==> src/rtl/btn_dbc_pkg.sv <==
// Shared types, widths and codes for the button debounce and press classifier.
`default_nettype none

package btn_dbc_pkg;

    localparam int TIME_WIDTH  = 32;
    localparam int COUNT_WIDTH = 8;
    localparam int DB_CFG_WIDTH = 8;

    localparam int CLASS_WIDTH = 2;

    localparam int IN_FIELD_BITS  = 1 + TIME_WIDTH;
    localparam int OUT_FIELD_BITS = 2 + CLASS_WIDTH + TIME_WIDTH;
    localparam int IN_TDATA_WIDTH  = ((IN_FIELD_BITS + 7) / 8) * 8;
    localparam int OUT_TDATA_WIDTH = ((OUT_FIELD_BITS + 7) / 8) * 8;

    localparam int CFG_INDEX_WIDTH = 3;
    localparam int CFG_DATA_WIDTH  = 32;

    // Configuration register indexes.
    localparam logic [CFG_INDEX_WIDTH-1:0] REG_PRESS_DB   = 3'd0;
    localparam logic [CFG_INDEX_WIDTH-1:0] REG_RELEASE_DB = 3'd1;
    localparam logic [CFG_INDEX_WIDTH-1:0] REG_SHORT_TH   = 3'd2;
    localparam logic [CFG_INDEX_WIDTH-1:0] REG_NORMAL_TH  = 3'd3;
    localparam logic [CFG_INDEX_WIDTH-1:0] REG_LONG_TH    = 3'd4;
    localparam logic [CFG_INDEX_WIDTH-1:0] REG_PERIOD     = 3'd5;

    // Press classes.
    localparam logic [CLASS_WIDTH-1:0] CLS_NONE   = 2'd0;
    localparam logic [CLASS_WIDTH-1:0] CLS_SHORT  = 2'd1;
    localparam logic [CLASS_WIDTH-1:0] CLS_NORMAL = 2'd2;
    localparam logic [CLASS_WIDTH-1:0] CLS_LONG   = 2'd3;

    // Reset values of the configuration registers.
    localparam logic [DB_CFG_WIDTH-1:0] PRESS_DB_RST   = 8'd4;
    localparam logic [DB_CFG_WIDTH-1:0] RELEASE_DB_RST = 8'd4;
    localparam logic [TIME_WIDTH-1:0]   SHORT_TH_RST   = TIME_WIDTH'(50);
    localparam logic [TIME_WIDTH-1:0]   NORMAL_TH_RST  = TIME_WIDTH'(1000);
    localparam logic [TIME_WIDTH-1:0]   LONG_TH_RST    = TIME_WIDTH'(3000);
    localparam logic [TIME_WIDTH-1:0]   PERIOD_RST     = TIME_WIDTH'(64'hFFFF_FFFE);

    typedef struct packed {
        logic [TIME_WIDTH-1:0] short_th;
        logic [TIME_WIDTH-1:0] normal_th;
        logic [TIME_WIDTH-1:0] long_th;
        logic [TIME_WIDTH-1:0] period;
    } t_time_cfg;

endpackage

`default_nettype wire

==> src/rtl/btn_dbc_measure.sv <==
// Press duration with timer rollover, and its classification against thresholds.
`default_nettype none

module btn_dbc_measure (
    input  wire btn_dbc_pkg::t_time_cfg                  i_cfg,
    input  wire logic [btn_dbc_pkg::TIME_WIDTH-1:0]      i_stamp,
    input  wire logic [btn_dbc_pkg::TIME_WIDTH-1:0]      i_now,
    output logic      [btn_dbc_pkg::TIME_WIDTH-1:0]      o_duration,
    output logic      [btn_dbc_pkg::CLASS_WIDTH-1:0]     o_class
);
    import btn_dbc_pkg::*;

    logic [TIME_WIDTH-1:0] w_direct;
    logic [TIME_WIDTH-1:0] w_wrapped;

    // Both candidates are formed in parallel; the compare only selects.
    assign w_direct  = i_now - i_stamp;
    assign w_wrapped = i_cfg.period - i_stamp + i_now + TIME_WIDTH'(1);
    assign o_duration = (i_now > i_stamp) ? w_direct : w_wrapped;

    always_comb begin
        if (o_duration == '0) begin
            o_class = CLS_NONE;
        end else if (o_duration > i_cfg.long_th) begin
            o_class = CLS_LONG;
        end else if (o_duration > i_cfg.normal_th) begin
            o_class = CLS_NORMAL;
        end else if (o_duration > i_cfg.short_th) begin
            o_class = CLS_SHORT;
        end else begin
            o_class = CLS_NONE;
        end
    end

endmodule

`default_nettype wire

==> src/rtl/button_debounce_press_classifier.sv <==
// Top level of the button debounce and press classifier.
`default_nettype none

// One poll per input transaction gives exactly one result transaction. The block
// takes a poll in every cycle while the output is not stalled: a poll passes an
// input register and then a result register, and the debounce counter, the
// accepted level and the press stamp are updated as the poll moves from the one
// register to the other. The configuration port is always ready; write it only
// while no poll is in flight.
module button_debounce_press_classifier (
    input  wire logic                                        i_clk,
    input  wire logic                                        i_rst_n,
    // Configuration writes.
    input  wire logic                                        i_cfg_valid,
    output logic                                             o_cfg_ready,
    input  wire logic [btn_dbc_pkg::CFG_INDEX_WIDTH-1:0]     i_cfg_index,
    input  wire logic [btn_dbc_pkg::CFG_DATA_WIDTH-1:0]      i_cfg_data,
    // Poll stream.
    input  wire logic                                        i_s_tvalid,
    output logic                                             o_s_tready,
    // tdata from bit 0: raw_level, tick_now, zero padding.
    input  wire logic [btn_dbc_pkg::IN_TDATA_WIDTH-1:0]      i_s_tdata,
    // Result stream.
    output logic                                             o_m_tvalid,
    input  wire logic                                        i_m_tready,
    // tdata from bit 0: debounced, changed, press_class, press_duration, zero padding.
    output logic      [btn_dbc_pkg::OUT_TDATA_WIDTH-1:0]     o_m_tdata
);
    import btn_dbc_pkg::*;

    // Configuration registers.
    logic [DB_CFG_WIDTH-1:0] r_press_db;
    logic [DB_CFG_WIDTH-1:0] r_release_db;
    t_time_cfg               r_time_cfg;

    // Input register.
    logic                  r_in_valid;
    logic                  r_in_raw;
    logic [TIME_WIDTH-1:0] r_in_now;

    // Block state.
    logic                   r_level;
    logic [COUNT_WIDTH-1:0] r_count;
    logic [TIME_WIDTH-1:0]  r_stamp;

    // Result register.
    logic                   r_out_valid;
    logic                   r_out_level;
    logic                   r_out_changed;
    logic [CLASS_WIDTH-1:0] r_out_class;
    logic [TIME_WIDTH-1:0]  r_out_duration;

    logic                   w_adv;
    logic                   w_accept;
    logic                   n_level;
    logic                   n_changed;
    logic [COUNT_WIDTH-1:0] n_count;
    logic [TIME_WIDTH-1:0]  w_duration;
    logic [CLASS_WIDTH-1:0] w_class;

    assign o_cfg_ready = 1'b1;

    assign w_adv      = r_in_valid && (!r_out_valid || i_m_tready);
    assign o_s_tready = !r_in_valid || w_adv;
    assign w_accept   = i_s_tvalid && o_s_tready;

    // Debounce: reload while the raw level agrees, otherwise count down and
    // accept the new level once the count reaches one or zero.
    always_comb begin
        n_level   = r_level;
        n_changed = 1'b0;
        if (r_in_raw == r_level) begin
            n_count = r_level ? COUNT_WIDTH'(r_release_db) : COUNT_WIDTH'(r_press_db);
        end else if (r_count <= COUNT_WIDTH'(1)) begin
            n_level   = r_in_raw;
            n_changed = 1'b1;
            n_count   = r_in_raw ? COUNT_WIDTH'(r_release_db) : COUNT_WIDTH'(r_press_db);
        end else begin
            n_count = r_count - COUNT_WIDTH'(1);
        end
    end

    btn_dbc_measure u_measure (
        .i_cfg      (r_time_cfg),
        .i_stamp    (r_stamp),
        .i_now      (r_in_now),
        .o_duration (w_duration),
        .o_class    (w_class)
    );

    always_ff @(posedge i_clk) begin
        if (!i_rst_n) begin
            r_press_db           <= PRESS_DB_RST;
            r_release_db         <= RELEASE_DB_RST;
            r_time_cfg.short_th  <= SHORT_TH_RST;
            r_time_cfg.normal_th <= NORMAL_TH_RST;
            r_time_cfg.long_th   <= LONG_TH_RST;
            r_time_cfg.period    <= PERIOD_RST;
        end else if (i_cfg_valid) begin
            unique case (i_cfg_index)
                REG_PRESS_DB:   r_press_db           <= i_cfg_data[DB_CFG_WIDTH-1:0];
                REG_RELEASE_DB: r_release_db         <= i_cfg_data[DB_CFG_WIDTH-1:0];
                REG_SHORT_TH:   r_time_cfg.short_th  <= TIME_WIDTH'(i_cfg_data);
                REG_NORMAL_TH:  r_time_cfg.normal_th <= TIME_WIDTH'(i_cfg_data);
                REG_LONG_TH:    r_time_cfg.long_th   <= TIME_WIDTH'(i_cfg_data);
                REG_PERIOD:     r_time_cfg.period    <= TIME_WIDTH'(i_cfg_data);
                default: begin
                end
            endcase
        end
    end

    always_ff @(posedge i_clk) begin
        if (!i_rst_n) begin
            r_in_valid  <= 1'b0;
            r_out_valid <= 1'b0;
            r_level     <= 1'b0;
            r_count     <= COUNT_WIDTH'(PRESS_DB_RST);
            r_stamp     <= '0;
        end else begin
            if (w_accept) begin
                r_in_valid <= 1'b1;
            end else if (w_adv) begin
                r_in_valid <= 1'b0;
            end
            if (w_adv) begin
                r_out_valid <= 1'b1;
            end else if (i_m_tready) begin
                r_out_valid <= 1'b0;
            end
            if (w_adv) begin
                r_level <= n_level;
                r_count <= n_count;
                if (n_changed && n_level) begin
                    r_stamp <= r_in_now;
                end
            end
        end
    end

    // Payload registers.
    always_ff @(posedge i_clk) begin
        if (w_accept) begin
            r_in_raw <= i_s_tdata[0];
            r_in_now <= i_s_tdata[TIME_WIDTH:1];
        end
        if (w_adv) begin
            r_out_level   <= n_level;
            r_out_changed <= n_changed;
            if (n_changed && !n_level) begin
                r_out_class    <= w_class;
                r_out_duration <= w_duration;
            end else begin
                r_out_class    <= CLS_NONE;
                r_out_duration <= '0;
            end
        end
    end

    assign o_m_tvalid = r_out_valid;
    assign o_m_tdata  = OUT_TDATA_WIDTH'({r_out_duration, r_out_class,
                                          r_out_changed, r_out_level});

`ifndef SYNTHESIS
    // The accepted level moves exactly when a change is reported.
    assert property (@(posedge i_clk) disable iff (!i_rst_n)
        w_adv |=> ((r_level != $past(r_level)) == r_out_changed))
        else $error("level flip and changed flag disagree");

    // A result that is not a release carries no class and no duration.
    assert property (@(posedge i_clk) disable iff (!i_rst_n)
        (r_out_valid && !(r_out_changed && !r_out_level)) |->
        (r_out_class == CLS_NONE && r_out_duration == '0))
        else $error("class or duration reported outside a release");

    // A classified press always has a non-zero duration.
    assert property (@(posedge i_clk) disable iff (!i_rst_n)
        (r_out_valid && r_out_class != CLS_NONE) |-> (r_out_duration != '0))
        else $error("classified press with zero duration");

    // A poll held in the input register is not dropped while the output stalls.
    assert property (@(posedge i_clk) disable iff (!i_rst_n)
        (r_in_valid && !w_adv) |=> (r_in_valid && $stable(r_in_now)))
        else $error("stalled poll lost");
`endif

endmodule

`default_nettype wire
==> config.mk <==
export PLATFORM = sky130hd
export DESIGN_NAME = button_debounce_press_classifier
export DESIGN_NICKNAME = d
export VERILOG_FILES = /design/src/rtl/btn_dbc_pkg.sv /design/src/rtl/btn_dbc_measure.sv /design/src/rtl/button_debounce_press_classifier.sv
export SDC_FILE = /design/constraint.sdc
export NUM_CORES = 1
export LEC_CHECK = 0
export BUFFER_PORTS_ARGS = -buffer_cell sky130_fd_sc_hd__buf_4
export CAP_MARGIN = 0
export CELL_PAD_IN_SITES_DETAIL_PLACEMENT = 0
export CELL_PAD_IN_SITES_GLOBAL_PLACEMENT = 2
export CORE_ASPECT_RATIO = 2
export CORE_MARGIN = 2
export CORE_UTILIZATION = 37
export DETAILED_ROUTE_END_ITERATION = 8
export PLACE_DENSITY = 0.84
export SYNTH_ARGS = -nofsm -noshare
export SYNTH_HDL_FRONTEND = slang
export SYNTH_SLANG_ARGS = --single-unit
==> constraint.sdc <==
create_clock -name i_clk -period 5.87 [get_ports i_clk]
set_input_delay 1.761 -clock i_clk [delete_from_list [all_inputs] [get_ports i_clk]]
set_output_delay 1.761 -clock i_clk [all_outputs]
set_load 0.005 [all_outputs]
Word level (Yosys, flattened, before mapping)
Index checks and enable logic that the tools add are counted.

$add $sub $neg: 5. Order comparisons: 5. Equal/unequal tests: 6. Mux-type cells: 16. Bitwise gates (word level): 1. Reductions and logical operators: 21.

Operators by type and width (count): greater-than comparator 32 bit (4); subtractor 32 bit (2); adder 32 x 1 -> 32 bit (second input constant) (1); adder 32 bit (1); zero test 32 bit (1); 2-to-1 mux 32 bit (1); 2-to-1 mux 8 bit (4); AND reduction 2 bit (7); 2-to-1 mux 1 bit (9); less-or-equal comparator 8 x 1 -> 1 bit (second input constant) (1); subtractor 8 x 1 -> 8 bit (second input constant) (1); equality test 3 x 2 -> 1 bit (second input constant) (2); equality test 3 bit (second input constant) (2); logical AND 1 bit (4); 2-to-1 mux 2 bit (2); nonzero test 2 bit (2); equality test 3 x 1 -> 1 bit (second input constant) (1); zero test 1 bit (3); zero test 3 bit (1); logical OR 1 bit (2); OR reduction 2 bit (1); equality test 1 bit (1); NOT 1 bit (1).

Register bits after elaboration: 256. Input port bits: 80. Logic and storage cells: 71.

Longest topological paths before layout
Gate-level depths: netlist of the first run.

Depth after elaboration: 8. Gate-level depth with buffers: 26.

By module
Synthesis of the first run repeated with hierarchy kept, for this count alone.

Cell total of the unflattened synthesis: 2204. Area total of the unflattened synthesis: 17579.4 um^2.

By module, submodules not included: button_debounce_press_classifier (times used 1, cells an instance 1031, area an instance 9606.7 um^2, seq. area each 5815.6 um^2); btn_dbc_measure (times used 1, cells an instance 1173, area an instance 7972.6 um^2, seq. area each 0.0 um^2).

Worst setup path before layout of the first run
No wires, ideal clock.

Kind: reg-to-reg. Start: register r_in_now[0]. End: register r_out_class[1], data pin. Library setup time: 0.272 ns. Data arrival time: 4.637 ns. Required time: 5.598 ns. Setup slack: 0.961 ns. Cell stages (with the launch flop): 26. Path buffers: 3. Clock period less this slack: 4.909 ns. Cells stage by stage: edfxtp_1 -> inv_1 -> ha_1 -> inv_1 -> fa_1 -> a211oi_2 -> o21ai_2 -> o211a_4 -> a211o_4 -> o21ai_2 -> buf_2 -> buf_2 -> buf_2 -> nor2_1 -> nor2_1 -> ha_1 -> a21o_1 -> a21o_1 -> a21o_1 -> a21oi_1 -> o221ai_1 -> a221oi_1 -> o21ai_0 -> o21a_1 -> o21ai_0 -> a31oi_1.

Cells in the longest elaborated chain, start to end: 6. Elaborated cells between the ends (all ways): 11.

Ends and longest elaborated chain: start: declaration (line button_debounce_press_classifier.sv:39) `logic [TIME_WIDTH-1:0] r_in_now;`; start signal: assignment (line button_debounce_press_classifier.sv:145) `r_in_now <= i_s_tdata[TIME_WIDTH:1];`; adder 32 bit (line btn_dbc_measure.sv:18) `assign w_wrapped = i_cfg.period - i_stamp + i_now + TIME_WIDTH'(1);`; adder 32 x 1 -> 32 bit (line btn_dbc_measure.sv:18); 2-to-1 mux 32 bit (*) (line btn_dbc_measure.sv:19) `assign o_duration = (i_now > i_stamp) ? w_direct : w_wrapped;`; net u_measure.o_duration (one bit) (line btn_dbc_measure.sv:8) `output logic [btn_dbc_pkg::TIME_WIDTH-1:0] o_duration,`; greater-than comparator 32 bit (line btn_dbc_measure.sv:26) `end else if (o_duration > i_cfg.normal_th) begin`; 2-to-1 mux 2 bit (line btn_dbc_measure.sv:26); 2-to-1 mux 2 bit (line btn_dbc_measure.sv:24) `end else if (o_duration > i_cfg.long_th) begin`; end signal: assignment (line button_debounce_press_classifier.sv:151) `r_out_class <= w_class;`; end: declaration (line button_debounce_press_classifier.sv:50) `logic [CLASS_WIDTH-1:0] r_out_class;`.

Mark *: on every way through the listed nets, which the timed path passes. The rest lies on a longest branch. A chain may end at the register's enable or synchronous reset.

Worst setup path after layout of the first run
Start: register r_in_now[4]. End: register r_out_class[1], data pin.

Same word-level chain as after synthesis.

==> metrics.md, run 1 <==
| Metric | Value |
|---|---|
| Outcome | `completed` |
| Share of cells above drive strength 1 | `14.14%` |
| # setup viols final | `0` |
| Multi-input gate area in the final layout | `0.009960 mm2` |
| Final Non-Filler Cells | `2871` |
| Initial antenna violation count | `0` |
| Final instance area | `0.02010 mm2` |
| Yosys cell types | `80` |
| Clk Latency, worst-skew pair | `0.58 ns` |
| CP peak stage delay | `0.50 ns` |
| Mapped Cells | `2138` |
| Adder-cell share of the synthesized area | `15.67%` |
| Diode count | `0` |
| Top-count cell post-synth | `nand2_1` |
| Worst Setup Start Kind | `register` |
| DR iter-0 viols | `763` |
| Clk_skew | `0.02208 ns` |
| CP arrival | `5.89 ns` |
| YS warnings | `0` |
| Fmax | `0.1794 GHz` |
| DP Area | `0.01906 mm2` |
| Top-area cell type share of the netlist area | `21.88%` |
| Wirelength per Cell | `20.26 um` |
| Die H | `308.1 um` |
| Vias in the first global route | `15425` |
| Starting Density | `37.44%` |
| DRC Markers | `0` |
| Total power | `0.005242 W` |
| Worst setup EP type | `register` |
| Synthesized area | `0.01711 mm2` |
| Routability cong. | `0.9585` |
| Synthesis-to-finish area growth | `17.48%` |
| Area contributors post-synth | `dfxtp_1 (22%), edfxtp_1 (12%), ha_1 (12%), nand2_1 (8.9%), a21oi_1 (6.9%)` |
| Final period utilization | `94.97%` |
| Grt ovf | `0` |
| Top post-synthesis cells by count | `nand2_1 (406), inv_1 (277), a21oi_1 (237)` |
| CTS tree | `yes` |
| Core box area | `0.04569 mm2` |
| Post-Synth XOR/XNOR Area | `3.482%` |
| PortBufs | `110` |
| Total track usage | `24.31%` |
| Slew headroom | `33.78%` |
| Antenna Violating Nets Remaining | `0` |
| CTS buffer count | `27` |
| Final WL | `58180 um` |
| Final core occ | `43.98%` |
| Die width | `156.0 um` |
| Simple-gate share of the synthesized area | `17.65%` |
| FF+latch count, synth | `256` |
| # clock sinks | `256` |
| Static Leakage | `8.176 nW` |
| Count of flip-flops with a built-in enable after synthesis | `69` |
| Worst hold slack | `0.4491 ns` |
| DP Cell Count | `2821` |
| Post-synth top flop | `dfxtp_1` |
| Final #Nets | `2561` |
| CP max stage cell | `fa_1` |
| Path type of the worst setup path | `register to register` |
| Clk buf depth | `3` |
| Fin. Hold Viols | `0` |
| Top cell by count, worst path | `a21o_1` |
| Hpwl dp | `45820 um` |
| TritonRoute pass-1 iters | `5` |
| Root buffer cell | `clkbuf_16` |
| Avg Synthesized Cell Area | `8.001 um2` |
| Register area share after synthesis | `34.00%` |
| Die area | `0.04807 mm2` |
| Largest net degree at the start of global routing | `73` |
| Filler cells | `4661` |
| Mux share of post-synthesis cell area | `0.8777%` |
| Pwr/cell area | `260.9 mW/mm2` |
| Slew @ Worst Pin | `0.9932 ns` |
| Async SR Flop Fraction | `0%` |
| Via density | `5.311` |
| Yosys top cell by area | `dfxtp_1` |
| Vias | `15249` |
| Slew Viols, Final | `0` |
| WP data required | `6.19 ns` |
| Maximum vdd ir drop | `0.1736 mV` |
| Largest family of logic cells by synthesized area | `compound AO/OA/AOI/OAI gates` |
| Crit path max fanout | `4` |
| Reg area | `0.005816 mm2` |
| First-pass GRT wire length | `88350 um` |
| Hold Crit Class | `register to register` |
| CTS H-tree lvls | `1` |
| MaxCap Viol Count | `0` |
| Site Rows | `111` |
| I/O Pins | `123` |
| Register clock-pin slew on the reported worst setup and hold paths | `0.07 ns` |
| Post-layout min period | `5.575 ns` |
| Post-synthesis compound-gate area fraction | `19.66%` |
==> layout make-up <==
cell class	count	area share (%)
sequential	256	28.94
tap	565	3.518
timing repair buffer	218	8.268
clock inverter	10	0.4296
clock buffer	39	4.103
multi-input combinational	1506	49.56
inverter	277	5.186
==> cell usage in the layout, fill, tap and decap left out, types with 21 or more instances in the layout <==
cell	instances
nand2_1	406
nor2_1	85
fa_1	32
ha_1	162
clkbuf_16	30
dfxtp_1	187
edfxtp_1	69
xor2_1	22
buf_4	216
and2_1	23
a21oi_1	231
nand3_1	39
a21o_1	38
o211ai_1	58
inv_1	275
nand2b_1	21
o21ai_0	67
nand4_1	30
xnor2_1	46
==> per-layer routing <==
layer / vias to the layer above / part of all wire, % / track usage (%) / routed length, um
met2: 335 / 53 / 46.71 / 31100
met4: 0 / 6.1 / 13.80 / 3547
met3: 137 / 3.1 / 1.770 / 1824
met1: 7223 / 37 / 25.63 / 21710
li1: 7554 / - / - / -
met5: - / 0 / 0 / 0
==> logic make-up (layout without fill, tap and decap cells) <==
| group | Yosys count | count (layout) |
|---|---|---|
| flops | 256 | 256 |
| fa+ha+maj | 195 | 195 |
| other cells | 2 | 5 |
| xor+xnor | 68 | 68 |
| mux | 14 | 14 |
| compound gates | 539 | 539 |
| buf+inv | 379 | 544 |
| simple gates | 685 | 685 |
==> metrics by stage <==
stage | worst slack (ns) | setup TNS, ns
floorplan | 0.9611 | 0
global placement | -0.1682 | -0.2391
detailed placement | -0.2455 | -0.4044
CTS | 0.06053 | 0
global route | -0.01058 | -0.01058
finish | 0.2953 | 0
==> sequential cells by signal, indices dropped and copies added (netlist names), 2 cells and up <==
name,cells
r_count,8
r_time_cfg,128
r_stamp,32
r_in_now,32
r_press_db,8
r_out_class,2
r_out_duration,32
r_release_db,8
==> worst paths after layout <==
check                                      from  slack [ns]         endpoint  depth (start not counted)
worst min register to register  r_release_db[0]        0.45  r_release_db[0]                          2
worst max-delay path                r_in_now[4]        0.30   r_out_class[1]                         26
worst max register to register      r_in_now[4]        0.30   r_out_class[1]                         26
worst min-delay path            r_release_db[0]        0.45  r_release_db[0]                          2
==> where the power goes <==
group	switching [W]	internal (W)
combinational	0.000900	0.000630
clock	0.000784	0.00102
sequential	0.0000362	0.00187
==> critical path: cells and delay by family, from the launching register on <==
kind | cells | cell delay (ns)
AO/OA/AOI/OAI | 13 | 2.48
adder cells (fa/ha/maj) | 3 | 1.07
buffers and inverters | 6 | 0.78
flip-flops | 1 | 0.40
AND/OR/NAND/NOR | 2 | 0.20
multiplexers | 1 | 0.20
XOR/XNOR | 1 | 0.18
==> what timing repair did <==
action                     4_1_cts  5_1_grt
cloned                           0        0
setup endpoints to repair        2        2
gates resized for setup          6       26
hold buffers                     0        0
setup buffers                    0        1
pin swaps                        1        3
(Power assumes the default switching activity.)
==> run 2, diff against run 1 <==
--- a/config.mk
+++ b/config.mk
@@ -14,6 +14,7 @@
 export CORE_UTILIZATION = 37
 export DETAILED_ROUTE_END_ITERATION = 8
 export PLACE_DENSITY = 0.84
+export REMOVE_ABC_BUFFERS = 1
 export SYNTH_ARGS = -nofsm -noshare
 export SYNTH_HDL_FRONTEND = slang
 export SYNTH_SLANG_ARGS = --single-unit
==> constraint.sdc (replaced) <==
create_clock -name i_clk -period 5.87 [get_ports i_clk]
set_input_delay 0 -clock i_clk [delete_from_list [all_inputs] [get_ports i_clk]]
set_output_delay 0 -clock i_clk [all_outputs]
set_load 0.005 [all_outputs]
==> run 2 against run 1 <==
Clock power decreased by 3%. Die area did not move. Hold slack worse by 0.37 ns. Combinational power hardly changed. Critical path depth down 1. Wire length rose by 1.6%. Global-route usage grew 0.17 points. Total power shrank 1.5%. Critical path type unchanged. Utilization is 0.67 points higher. Non-clock buffer count grew 21.
==> metrics.md, run 2 (synthesized netlist as in run 1, its figures left out) <==
| Metric | Value |
|---|---|
| Slew Viols, Final | `0 (unchanged)` |
| Die H | `308.1 um (unchanged)` |
| Static Leakage | `8.199 nW (+0.28%)` |
| Synthesis-to-finish area growth | `19.27%` |
| Slew @ Worst Pin | `1.043 ns (+0.04950 ns)` |
| # clock sinks | `256 (unchanged)` |
| Share of cells above drive strength 1 | `11.91% (-2.2 points)` |
| Final #Nets | `2581 (+0.78%)` |
| Starting Density | `37.44% (unchanged)` |
| Worst Path Buf+Inv | `3 (-3)` |
| WP data required | `6.14 ns (-0.05 ns)` |
| Site Rows | `111 (unchanged)` |
| Most common cell after layout, fill and taps aside | `nand2_1` |
| Via density | `5.316 (about the same)` |
| Clk pwr share | `34.0% (-0.5 points)` |
| CP max stage cell | `fa_1` |
| Worst hold slack | `0.07896 ns (-0.3701 ns)` |
| Hold Crit Class | `primary input to register` |
| Clk buf depth | `3 (unchanged)` |
| I/O Pins | `123 (unchanged)` |
| Antenna Violating Nets Remaining | `0 (unchanged)` |
| Vias in the first global route | `15639 (+1.4%)` |
| Total track usage | `24.48% (+0.17 points)` |
| PortBufs | `110 (unchanged)` |
| Worst setup EP type | `register` |
| Fmax | `0.1818 GHz (+1.3%)` |
| Final period utilization | `93.73% (-1.2 points)` |
| Crit path max fanout | `6 (+2)` |
| Switching pwr | `0.001694 W (-1.5%)` |
| Clk_skew | `0.01243 ns (-0.009650 ns)` |
| Initial antenna violation count | `0 (unchanged)` |
| Max FFs per register | `128 (unchanged)` |
| CTS tree | `yes` |
| Die area | `0.04807 mm2 (unchanged)` |
| Sequential Power Share | `36.9% (+0.6 points)` |
| DRC Markers | `0 (unchanged)` |
| Clk Latency, worst-skew pair | `0.56 ns (-0.02 ns)` |
| # setup viols final | `0 (unchanged)` |
| Total power | `0.005166 W (-1.5%)` |
| Most frequent cells in the layout | `nand2_1 (405), inv_1 (275), a21oi_1 (231)` |
| First-pass GRT wire length | `88980 um (+0.72%)` |
| Internal cell power | `0.003471 W (-1.4%)` |
| Hpwl dp | `45950 um (+0.28%)` |
| DR iter-0 viols | `768 (+0.66%)` |
| Routability cong. | `0.8998 (-6.1%)` |
| Path type of the worst setup path | `register to register` |
| CP peak stage delay | `0.51 ns (about the same)` |
| Outcome | `completed` |
| Slew headroom | `28.69% (-5.1 points)` |
| Root buffer cell | `clkbuf_16` |
| Final WL | `59090 um (+1.6%)` |
| Grt ovf | `0 (unchanged)` |
| Post-layout min period | `5.502 ns (-0.07307 ns)` |
| Vias | `15369 (+0.79%)` |
| Comb power frac | `29.1% (about the same)` |
| Family with the most delay on the worst path | `compound AO/OA/AOI/OAI gates` |
| Wirelength per Cell | `20.44 um (+0.88%)` |
| CTS H-tree lvls | `1 (unchanged)` |
| Sw Share | `32.80% (about the same)` |
| Fin. Hold Viols | `0 (unchanged)` |
| CP arrival | `5.77 ns (-0.12 ns)` |
| Die width | `156.0 um (unchanged)` |
| Core box area | `0.04569 mm2 (unchanged)` |
| Diode count | `0 (unchanged)` |
| MaxCap Viol Count | `0 (unchanged)` |
| TritonRoute pass-1 iters | `5 (unchanged)` |
| Top reg by flops | `r_time_cfg` |
| Largest net degree at the start of global routing | `85 (+16%)` |
| Pwr/cell area | `253.2 mW/mm2 (-2.9%)` |
| Register clock-pin slew on the reported worst setup and hold paths | `0.07 ns (about the same)` |
| CTS buffer count | `26 (-3.7%)` |
| Top cell by count, worst path | `o21ai_0` |
| Maximum vdd ir drop | `0.1873 mV (+7.9%)` |
| Worst Setup Start Kind | `register` |
-- run 2: per-stage QoR --
step | cells | area [um2] | worst slack, ns | utilization, % | setup TNS [ns]
3_5_place_dp | 2770 | 18660 | 0.005468 | 40.83 | 0
6_report | 2891 | 20400 | 0.3683 | 44.65 | 0
3_3_place_gp | 2770 | 18660 | 0.08041 | 40.83 | 0
2_1_floorplan | 2039 | 16680 | 0.6161 | - | 0
5_1_grt | 2891 | 20400 | -0.03423 | 44.65 | -0.03423
4_1_cts | 2888 | 20230 | 0.1161 | 44.27 | 0
-- run 2: worst paths after layout --
kind	from	end	slack, ns	cells past startpoint
worst max-delay path	r_in_now[2]	r_out_class[0]	0.37	25
worst min-delay path	i_cfg_index[1]	r_release_db[4]	0.08	5
worst max register to register	r_in_now[2]	r_out_class[0]	0.37	25
worst min register to register	r_release_db[4]	r_release_db[4]	0.45	2
-- run 2: timing repair --
item,4_1_cts,5_1_grt
buffers inserted,0,3
resized for setup,1,36
hold endpoints to repair,179,0
endpoints found under the setup margin,1,2
hold buffers,70,0
pin swaps,0,10
-- run 2: per-layer routing --
| layer | share of wire, % | vias to the layer above | global-route usage (%) |
|---|---|---|---|
| met2 | 55 | 341 | 48.93 |
| met1 | 36 | 7320 | 24.72 |
| met3 | 2.9 | 121 | 1.799 |
| li1 | - | 7587 | - |
| met4 | 5.6 | 0 | 12.55 |
| met5 | 0 | - | 0 |
-- run 2: worst register-to-register path, stage by stage (launching register included) --
cell and delay [ns]:
edfxtp_1 0.39, inv_1 0.07, fa_1 0.51, inv_1 0.06, ha_2 0.38, nand2b_1 0.11, a21oi_2 0.25, o21ai_1 0.19
o311ai_0 0.40, buf_4 0.20, o21ai_1 0.12, o21ai_0 0.25, xnor2_1 0.14, nand2_1 0.11, nand2_1 0.14, ha_1 0.33
nand4_1 0.12, nor2_1 0.13, nand3_1 0.13, or3_1 0.42, a21oi_1 0.16, a311oi_1 0.06, o21ai_0 0.12, o21ai_0 0.12
a31oi_1 0.22, a311oi_1 0.07
-- run 2: power by group through the flow --
stage,combinational (W),clock [W],sequential (W)
after floorplan,0.000895,0,0.00194
after global placement,0.00141,0,0.00194
after detailed placement,0.00143,0,0.00195
after CTS,0.00147,0.00181,0.00191
after global routing,0.00166,0.00186,0.00191
final,0.00150,0.00175,0.00191
-- run 2: cell type report --
| cell class | count | area (um2) |
|---|---|---|
| Sequential cell | 256 | 5816 |
| Fill cell | 4645 | 25290 |
| Tap cell | 565 | 706.9 |
| Timing Repair Buffer | 239 | 1969 |
| Multi-Input combinational cell | 1506 | 10000 |
| Clock inverter | 17 | 167.7 |
| Clock buffer | 31 | 700.7 |
| Inverter | 277 | 1042 |
